## src/hdl/psp_pkg.sv

```systemverilog
`default_nettype none

package psp_pkg;

  // field widths
  localparam int COORD_W  = 24;
  localparam int DIFF_W   = COORD_W + 1;
  localparam int PROD_W   = 2 * DIFF_W;
  localparam int LEN_W    = 50;
  localparam int DOT_W    = PROD_W + 1;
  localparam int MAG_W    = 50;
  localparam int PARAM_W  = 32;
  localparam int FRAC_W   = 16;
  localparam int QUO_W    = PARAM_W - 1;
  localparam int SAT_SH   = QUO_W - FRAC_W;
  localparam int TPROD_W  = DIFF_W + PARAM_W;
  localparam int DIST_W   = 50;
  localparam int TOL_W    = 16;
  localparam int LIMIT_W  = 32;
  localparam int CFG_W    = 32;

  // one divider stage per quotient bit
  localparam int DIV_STAGES = QUO_W;

  localparam int ROUND_HALF = 1 << (FRAC_W - 1);

  localparam logic signed [PARAM_W-1:0] PARAM_ONE = 32'sd65536;
  localparam logic signed [PARAM_W-1:0] PARAM_MAX = 32'sh7FFFFFFF;
  localparam logic signed [PARAM_W-1:0] PARAM_MIN = 32'sh80000000;
  localparam logic [COORD_W-1:0] COORD_MAX = 24'h7FFFFF;
  localparam logic [COORD_W-1:0] COORD_MIN = 24'h800000;

  // configuration register indexes
  typedef enum logic [0:0] {
    CFG_TOLERANCE = 1'b0,
    CFG_ZERO_LIMIT = 1'b1
  } cfg_index_t;

  typedef struct packed {
    logic signed [COORD_W-1:0] point_x;
    logic signed [COORD_W-1:0] point_y;
    logic signed [COORD_W-1:0] start_x;
    logic signed [COORD_W-1:0] start_y;
    logic signed [COORD_W-1:0] end_x;
    logic signed [COORD_W-1:0] end_y;
    logic                      clamp_enable;
  } in_req_t;

  typedef struct packed {
    logic signed [COORD_W-1:0] proj_x;
    logic signed [COORD_W-1:0] proj_y;
    logic signed [PARAM_W-1:0] line_param;
    logic [DIST_W-1:0]         dist_sq;
    logic                      on_segment;
  } out_rsp_t;

  // per-request data that rides along the pipeline
  typedef struct packed {
    logic [COORD_W-1:0] px;
    logic [COORD_W-1:0] py;
    logic [COORD_W-1:0] sx;
    logic [COORD_W-1:0] sy;
    logic [DIFF_W-1:0]  dx;
    logic [DIFF_W-1:0]  dy;
    logic               clamp;
    logic               degen;
    logic               neg;
    logic               sat;
  } side_t;

  // divider stage payload
  typedef struct packed {
    logic [LEN_W-1:0] rem;
    logic [QUO_W-1:0] feed;
    logic [QUO_W-1:0] quo;
    logic [LEN_W-1:0] len;
    side_t            side;
  } div_t;

endpackage

`default_nettype wire

```

## src/hdl/psp_div_stage.sv

```systemverilog
`default_nettype none

module psp_div_stage (
  input  logic          clk,
  input  logic          rst_n,
  input  logic          ce,
  input  logic          in_valid,
  input  psp_pkg::div_t in_data,
  output logic          out_valid,
  output psp_pkg::div_t out_data
);

  logic          valid_r;
  psp_pkg::div_t data_r, data_nxt;
  logic [psp_pkg::LEN_W:0] trial;
  logic [psp_pkg::LEN_W:0] diff;
  logic                    take;

  // one restoring step: shift in the next numerator bit, subtract if it fits
  always_comb begin
    trial         = {in_data.rem, in_data.feed[psp_pkg::QUO_W-1]};
    diff          = trial - {1'b0, in_data.len};
    take          = trial >= {1'b0, in_data.len};
    data_nxt      = in_data;
    data_nxt.rem  = take ? diff[psp_pkg::LEN_W-1:0] : trial[psp_pkg::LEN_W-1:0];
    data_nxt.feed = {in_data.feed[psp_pkg::QUO_W-2:0], 1'b0};
    data_nxt.quo  = {in_data.quo[psp_pkg::QUO_W-2:0], take};
  end

  always_ff @(posedge clk) begin
    if (!rst_n) begin
      valid_r <= 1'b0;
    end else if (ce) begin
      valid_r <= in_valid;
    end
  end

  always_ff @(posedge clk) begin
    if (ce) begin
      data_r <= data_nxt;
    end
  end

  assign out_valid = valid_r;
  assign out_data  = data_r;

endmodule

`default_nettype wire

```

## config.mk

```make
export PLATFORM = sky130hd
export DESIGN_NAME = psp_div_stage
export DESIGN_NICKNAME = d
export VERILOG_FILES = /design/src/hdl/psp_pkg.sv /design/src/hdl/psp_div_stage.sv
export SDC_FILE = /design/constraint.sdc
export NUM_CORES = 1
export LEC_CHECK = 0
export ABC_AREA = 0
export BUFFER_PORTS_ARGS = -buffer_cell sky130_fd_sc_hd__buf_2
export CORE_AREA = 2 2 242 244
export DETAILED_ROUTE_END_ITERATION = 16
export DIE_AREA = 0 0 244 246
export PLACE_DENSITY = 0.47
export SYNTH_ARGS = -nofsm -noshare
export SYNTH_HDL_FRONTEND = slang
export SYNTH_SLANG_ARGS = --single-unit
```

## constraint.sdc

```tcl
create_clock -name clk -period 3.5 [get_ports clk]
set_clock_uncertainty 0.15 [all_clocks]
set_input_delay 0.7 -clock clk [delete_from_list [all_inputs] [get_ports clk]]
set_output_delay 0.7 -clock clk [all_outputs]
set_load 0.02 [all_outputs]
```

### Word level (Yosys, flattened, before mapping)

Cells that the tools add are included.

| word-level totals | value |
|---|---|
| flip-flop bits (word level) | 312 |
| input port bits | 316 |
| output and inout port bits | 313 |
| word-level logic and storage cells | 18 |

| operators by class | value |
|---|---|
| add/sub/neg operators | 1 |
| order comparisons | 1 |
| muxes and demuxes | 1 |

Operator list:

| kind | count |
|---|---|
| $ge 51x50->1 | 1 |
| $mux 50 | 1 |
| $sub 50x50->50 | 1 |

### Longest topological paths before layout

Gate-level depths: netlist of run 1.

| logic depth | value |
|---|---|
| depth after elaboration | 2 |
| depth in mapped cells | 16 |
| gate-level depth less buffers | 13 |

### Worst setup path before layout of run 1

No wires, ideal clock.

| timing path | value |
|---|---|
| kind | input-to-reg |
| start | input in_data[180] (netlist bit) |
| end | register data_r, in the netlist out_data[265] (data pin) |
| setup time | 260 ps |
| arrival | 3290 ps |
| required time | 3090 ps |
| slack | -200 ps |
| stages | 13 |
| buffers on the path | 2 |
| path through | inv_1 ha_1 a21oi_1 o21ai_0 or2_0 a2111o_1 a221o_1 o2111ai_2 and2_1 buf_6 inv_4 buf_6 mux2_4 |

RTL lines:

| what | line | text |
|---|---|---|
| start: declaration | psp_div_stage.sv:8 | `input psp_pkg::div_t in_data,` |
| end signal: assignment | psp_div_stage.sv:40 | `data_r <= data_nxt;` |
| end: declaration | psp_div_stage.sv:14 | `psp_pkg::div_t data_r, data_nxt;` |

==> reports/metrics.yaml, run 1 <==
die_height_um: 246
dr.first_iter.drc_count: 588
hpwlAfterDp_mm: 48.48
routed-wl-met3_mm: 5.619
drv_cap: 0
core_um2: 57370
htree_levels: 2
post_dp_cell_area_um2: 18770
place_congestion: 0.8840
synthCells: 916
routed-wl-met2_mm: 30.61
antenna_found_initial: 28
reg2reg_depth: 2
cp-end-kind: "register"
num_rows: 88
clk_path_buf_depth: 3
switchingPower_mw: 3.132
post_cts_buffers: 0
cp_max_fo: 4
finalHoldViolations: 0
top_layer_used: "met5"
timing.rr.start: "out_valid"
numPortBuffers: 626
timing.fmax_mhz: 301.1
switching_share: 0.2885
grt_max_degree: 86
grt_pass1_wl_mm: 79.38
power_density_nw_per_um2: 541.2
worst_setup_path_start_kind: "input pin"
first_pass_iters: 5
crit_chain: "buf_2 > inv_1 > ha_1 > buf_4 > a21oi_1 > buf_4 > o21ai_0 > a21oi_1 > o211ai_1 > a22oi_1 > o211ai_1 > a21oi_1 > xor2_1 > a21oi_1"
cpPeakStageDelay_ns: 0.53
die_w_um: 244
ys.flop_type: "edfxtp_1"
wl_met1_mm: 20.26
pin_count: 629
power_frac_seq: 0.425
cpMaxStageDelayCell: "a22oi_1"
drv_slew: 0
vias_per_cell: 4.312
insertion_delay_ns: 0.55
arrival_ns: 3.48
die-area_um2: 60020
rr_endpoint: "out_valid"
comb_power_share: 0.207
stdcell_area_um2: 20060
period_minus_slack_ns: 3.321
crit_top_cell: "a21oi_1"
num_vias: 10960
cell_internal_pwr_mw: 7.724
cts_made_buffers: 38
worstSetupPathType: "input pin to register"
clockPowerShare: 0.368
routed_wl_mm: 58.33
worst_pin_slew_ns: 0.7907
synth_warnings: 0
crit_cells: 14
synth_seq_cells: 312
start_util: 0.2302
nets: 2105
synth-edff-count: 311
holdCritPathClass: "input pin to register"
final.setup.tns_ns: 0
grt_pass1_vias: 11210
cp-startpoint: "in_data[160]"
synth_cell_types: 67
cts.sink_count: 312
p_leak_nw: 8.849
cp-endpoint: "out_data[307]"
ir_worst_vdd_uv: 404.5
syn_avg_cell_area_um2: 14.42
period_share: 0.9489
wl_per_cell_um: 22.96
async_reset_ff_frac: 0
r2r_slack_ns: 2.76
ys_seq_area_frac: 0.7087
drc_errors: 0
synth_area_um2: 13210
syn_nets: 1283
antenna_left: 0
outcome: "finished, final reports clean"
cts_hold_buf: 0
grtUsageTotal: 0.1858
final_cells: 2541
rsz0062_at_grt: "no"
holdWs_ns: 0.1529
power_mw: 10.86
worstPathRequired_ns: 3.66
setup_viol: 0
path_buf_inv: 4
cts_tree: "yes"
dp_slack_ns: -0.4398
ctsRootBufferMaster: "clkbuf_16"
dp.cells: 2463
fin_ws_ns: 0.1789
cp_top_family: "compound AO/OA/AOI/OAI gates"
clk_pin_slew_ns: 0.06
globalRoute.totalOverflow: 0
drive_gt1_frac: 0.5190
syn2layout_area_growth_pct: 51.90
max_slew_margin: 0.4729
postLayoutCoreUtil: 0.3497
worst reg2reg max path, delay by kind of cell (launching register included):
kind             cells  cell delay [ns]
AND/OR/NAND/NOR      1             0.06
flip-flops           1             0.31
multiplexers         1             0.12
how the worst min path moves through the flow:
stage | start | end | depth (start not counted) | slack [ns]
floorplan | out_valid | out_valid | 2 | 0.44
global placement | out_valid | out_valid | 2 | 0.34
detailed placement | out_valid | out_valid | 2 | 0.36
CTS | in_data[128] | out_data[128] | 1 | 0.11
global route | in_data[149] | out_data[149] | 1 | 0.12
finish | in_data[128] | out_data[128] | 1 | 0.15
kinds of logic (layout without fill, tap and decap cells):
kind of cell	count (synthesis)	count (layout)	share of synthesized area
DFF	312	312	0.7087
AOI/OAI and AO/OA	204	204	0.09693
buffers and inverters	98	947	0.03259
muxes	14	14	0.01488
xor gates and xnor gates	43	43	0.02852
and+or+nand+nor	193	193	0.06917
other	1	12	0.0002840
adders and majority gates	51	51	0.04889
what timing repair did:
| item | 4_1_cts | 5_1_grt |
|---|---|---|
| hold endpoints to repair | 0 | 0 |
| endpoints found under the setup margin | 0 | 30 |
| gates resized for setup | 0 | 4 |
synth_stat cells (3+ instances only):
library cell	n	area [um^2]
edfxtp_1	311	9339
a21oi_1	91	455.4
nor2_1	66	247.7
inv_1	62	232.7
ha_1	50	625.6
nand2_1	46	172.7
o21ai_0	29	145.1
xnor2_1	28	245.2
a21o_1	19	142.6
clkbuf_1	19	71.32
nand4_1	18	112.6
xor2_1	15	131.4
nor3_1	14	70.07
mux2_4	11	165.2
nand3_1	11	55.05
o21bai_1	10	75.07
o21a_1	8	60.06
buf_2	7	35.03
buf_6	6	67.56
nor2b_1	6	37.54
o211ai_1	6	45.04
a31oi_1	5	31.28
nand2b_1	5	31.28
and2_1	4	25.02
and3_1	4	25.02
nor4_1	4	25.02
a211o_1	3	26.28
a211oi_1	3	22.52
a21boi_0	3	22.52
a311o_1	3	30.03
a41oi_1	3	26.28
cell usage in the layout, fill, tap and decap left out, types with 6 or more instances in the layout:
master       n
buf_2      625
edfxtp_1   311
buf_4      184
a21oi_1     84
nor2_1      66
inv_1       59
nand2_1     44
ha_1        44
clkbuf_16   38
xnor2_1     28
o21ai_0     26
a21o_1      19
nand4_1     18
xor2_1      15
nor3_1      14
diode_2     11
nand3_1     11
mux2_4      11
o21bai_1    10
o21a_1       8
clkinv_1     8
buf_12       7
nor2b_1      6
a21oi_2      6
o211ai_1     6
ha_4         6
layer usage:
layer / GRT usage / vias to the layer above
li1: - / 5116
met1: 0.1895 / 5301
met2: 0.3424 / 404
met3: 0.07952 / 102
met4: 0.05542 / 34
met5: 0 / -
state kept, by name, summed over array words and instances, names as in the netlist:
name,flops
out_data,311
out_valid,1
power groups by stage:
stage / Combinational (mW) / Clock [mW] / Sequential (mW)
after CTS: 2.29 / 4.12 / 4.62
after global routing: 2.40 / 4.27 / 4.65
after detailed placement: 2.27 / 0 / 4.69
final: 2.24 / 3.99 / 4.62
after floorplan: 0.657 / 0 / 5.14
after global placement: 2.27 / 0 / 4.69
final cells by class:
| cell class | instances | area [um^2] |
|---|---|---|
| fill | 5774 | 37310 |
| sequential | 312 | 9359 |
| timing repair buffer | 817 | 4664 |
| multi-input combinational | 506 | 3560 |
| clock buffer | 43 | 969.7 |
| tap | 765 | 957.2 |
| clock inverter | 24 | 276.5 |
| inverter | 63 | 244.0 |
| antenna | 11 | 27.53 |
(Power assumes the default switching activity.)
==> run 2: changes to the inputs <==
--- a/config.mk
+++ b/config.mk
@@ -7,10 +7,10 @@
 export LEC_CHECK = 0
 export ABC_AREA = 0
 export BUFFER_PORTS_ARGS = -buffer_cell sky130_fd_sc_hd__buf_2
-export CORE_AREA = 2 2 242 244
+export CORE_AREA = 2 2 247 249
 export DETAILED_ROUTE_END_ITERATION = 16
-export DIE_AREA = 0 0 244 246
-export PLACE_DENSITY = 0.47
+export DIE_AREA = 0 0 249 251
+export PLACE_DENSITY = 0.44
 export SYNTH_ARGS = -nofsm -noshare
 export SYNTH_HDL_FRONTEND = slang
 export SYNTH_SLANG_ARGS = --single-unit
==> constraint.sdc (replaced) <==
create_clock -name clk -period 3.8 [get_ports clk]
set_clock_uncertainty 0.15 [all_clocks]
set_input_delay 0.57 -clock clk [delete_from_list [all_inputs] [get_ports clk]]
set_output_delay 0.57 -clock clk [all_outputs]
set_load 0.02 [all_outputs]
==> reports/metrics.yaml, run 2 (synthesis results as in run 1) <==
outcome: "finished, final reports clean"
antenna_found_initial: 27
numPortBuffers: 626
power_mw: 9.962
worstPathRequired_ns: 3.95
die_w_um: 249
routed_wl_mm: 58.73
die-area_um2: 62500
holdWs_ns: 0.03172
reg2reg_depth: 2
drv_cap: 0
cts_tree: "yes"
pin_count: 629
largest_reg_flops: 311
layout_common_cells: "buf_2 (625), edfxtp_1 (311), buf_4 (95), a21oi_1 (91), dlygate4sd3_1 (68)"
r2r_slack_ns: 3.06
period_minus_slack_ns: 3.376
timing.rr.start: "out_valid"
grt_pass1_vias: 11370
holdCritPathClass: "input pin to register"
setup_viol: 0
antenna_left: 0
nets: 2085
num_rows: 90
place_congestion: 0.8783
drc_errors: 0
hold_path.startpoint: "in_data[138]"
cts_resized: 0
stdcell_area_um2: 19950
start_util: 0.2208
vias_per_cell: 4.307
arrival_ns: 3.52
rsz0062_at_grt: "no"
post_dp_cell_area_um2: 18010
dr.first_iter.drc_count: 664
final_cells: 2538
ir_worst_vdd_uv: 299.9
min_to: "out_data[138]"
hold_depth: 1
num_vias: 10930
insertion_delay_ns: 0.57
layout_commonest_cell: "buf_2"
period_share: 0.8884
wl_per_cell_um: 23.14
grt_pass1_wl_mm: 82.05
first_pass_iters: 6
hpwlAfterDp_mm: 47.90
timing.fmax_mhz: 296.2
cts_made_buffers: 38
worst_pin_slew_ns: 0.7344
die_height_um: 251
globalRoute.totalOverflow: 0
core_um2: 59790
grtUsageTotal: 0.1824
power_density_nw_per_um2: 499.3
ctsRootBufferMaster: "clkbuf_16"
postLayoutCoreUtil: 0.3337
worstSetupPathType: "input pin to register"
dp.cells: 2392
clk_path_buf_depth: 3
syn2layout_area_growth_pct: 51.10
grt_max_degree: 84
cp_max_fo: 27
drive_gt1_frac: 0.4613
rr_endpoint: "out_valid"
finalHoldViolations: 0
htree_levels: 2
worst_setup_path_start_kind: "input pin"
clk_pin_slew_ns: 0.06
drv_slew: 0
max_slew_margin: 0.5104
cts.sink_count: 312
p_leak_nw: 8.719
cp-end-kind: "register"
==> run 2: changes by cell type in the layout (fill, tap and decap cells not counted), sizes merged <==
cell         change
clkinv           +2
buf             -88
inv              -2
clkbuf           +4
clkinvlp         -4
dlygate4sd3     +68
==> run 2: worst max-delay path: stages <==
cell	delay, ns
buf_2	0.11
inv_1	0.05
ha_1	0.31
a21oi_1	0.22
o21ai_0	0.16
or2_0	0.26
a2111o_1	0.41
a221o_1	0.39
o2111ai_2	0.20
and2_1	0.26
inv_4	0.07
buf_12	0.17
buf_4	0.16
nor2_1	0.10
a21oi_1	0.06
==> run 2: stage by stage <==
step | worst slack (ns) | setup TNS (ns)
3_5_place_dp | -0.1995 | -4.778
6_report | 0.4241 | 0
2_1_floorplan | 0.2298 | 0
4_1_cts | 0.4002 | 0
5_1_grt | 0.2134 | 0
3_3_place_gp | -0.1597 | -3.780
==> run 2: final cells by class <==
cell class	instances	area (um^2)
Antenna cell	11	27.53
Sequential cell	312	9359
Fill cell	6097	39840
Clock inverter	20	230.2
Clock buffer	47	1006
Multi-Input combinational cell	506	3416
Timing Repair Buffer	797	4697
Inverter	63	239.0
Tap cell	782	978.4
==> run 2: worst max-delay path by stage <==
stage / startpoint / endpoint / slack (ns) / depth (start not counted)
floorplan: in_data[180] / out_data[265] / 0.23 / 13
global placement: in_data[173] / out_data[310] / -0.16 / 15
detailed placement: in_data[180] / out_data[311] / -0.20 / 14
CTS: in_data[180] / out_data[309] / 0.40 / 14
global route: in_data[172] / out_data[309] / 0.21 / 14
finish: in_data[180] / out_data[297] / 0.42 / 15
==> run 2: layer usage <==
layer,share of wire,vias to the layer above,wire (um),global-route usage
li1,-,5059,-,-
met1,0.35,5331,20550,0.1930
met2,0.54,420,31660,0.3462
met3,0.082,101,4787,0.05519
met4,0.027,20,1605,0.05351
met5,0.0021,-,126,0
==> run 2: power breakdown <==
group          internal [mW]  total (mW)  leakage [nW]  switching (mW)
clock                   2.17        3.71         0.607            1.54
sequential              4.16        4.25          3.05          0.0854
combinational          0.772        2.00          5.06            1.23
==> run 2: what timing repair did <==
action / CTS / global route
endpoints found under the hold margin: 68 / 0
buffers inserted: 0 / 0
hold buffers: 68 / 0
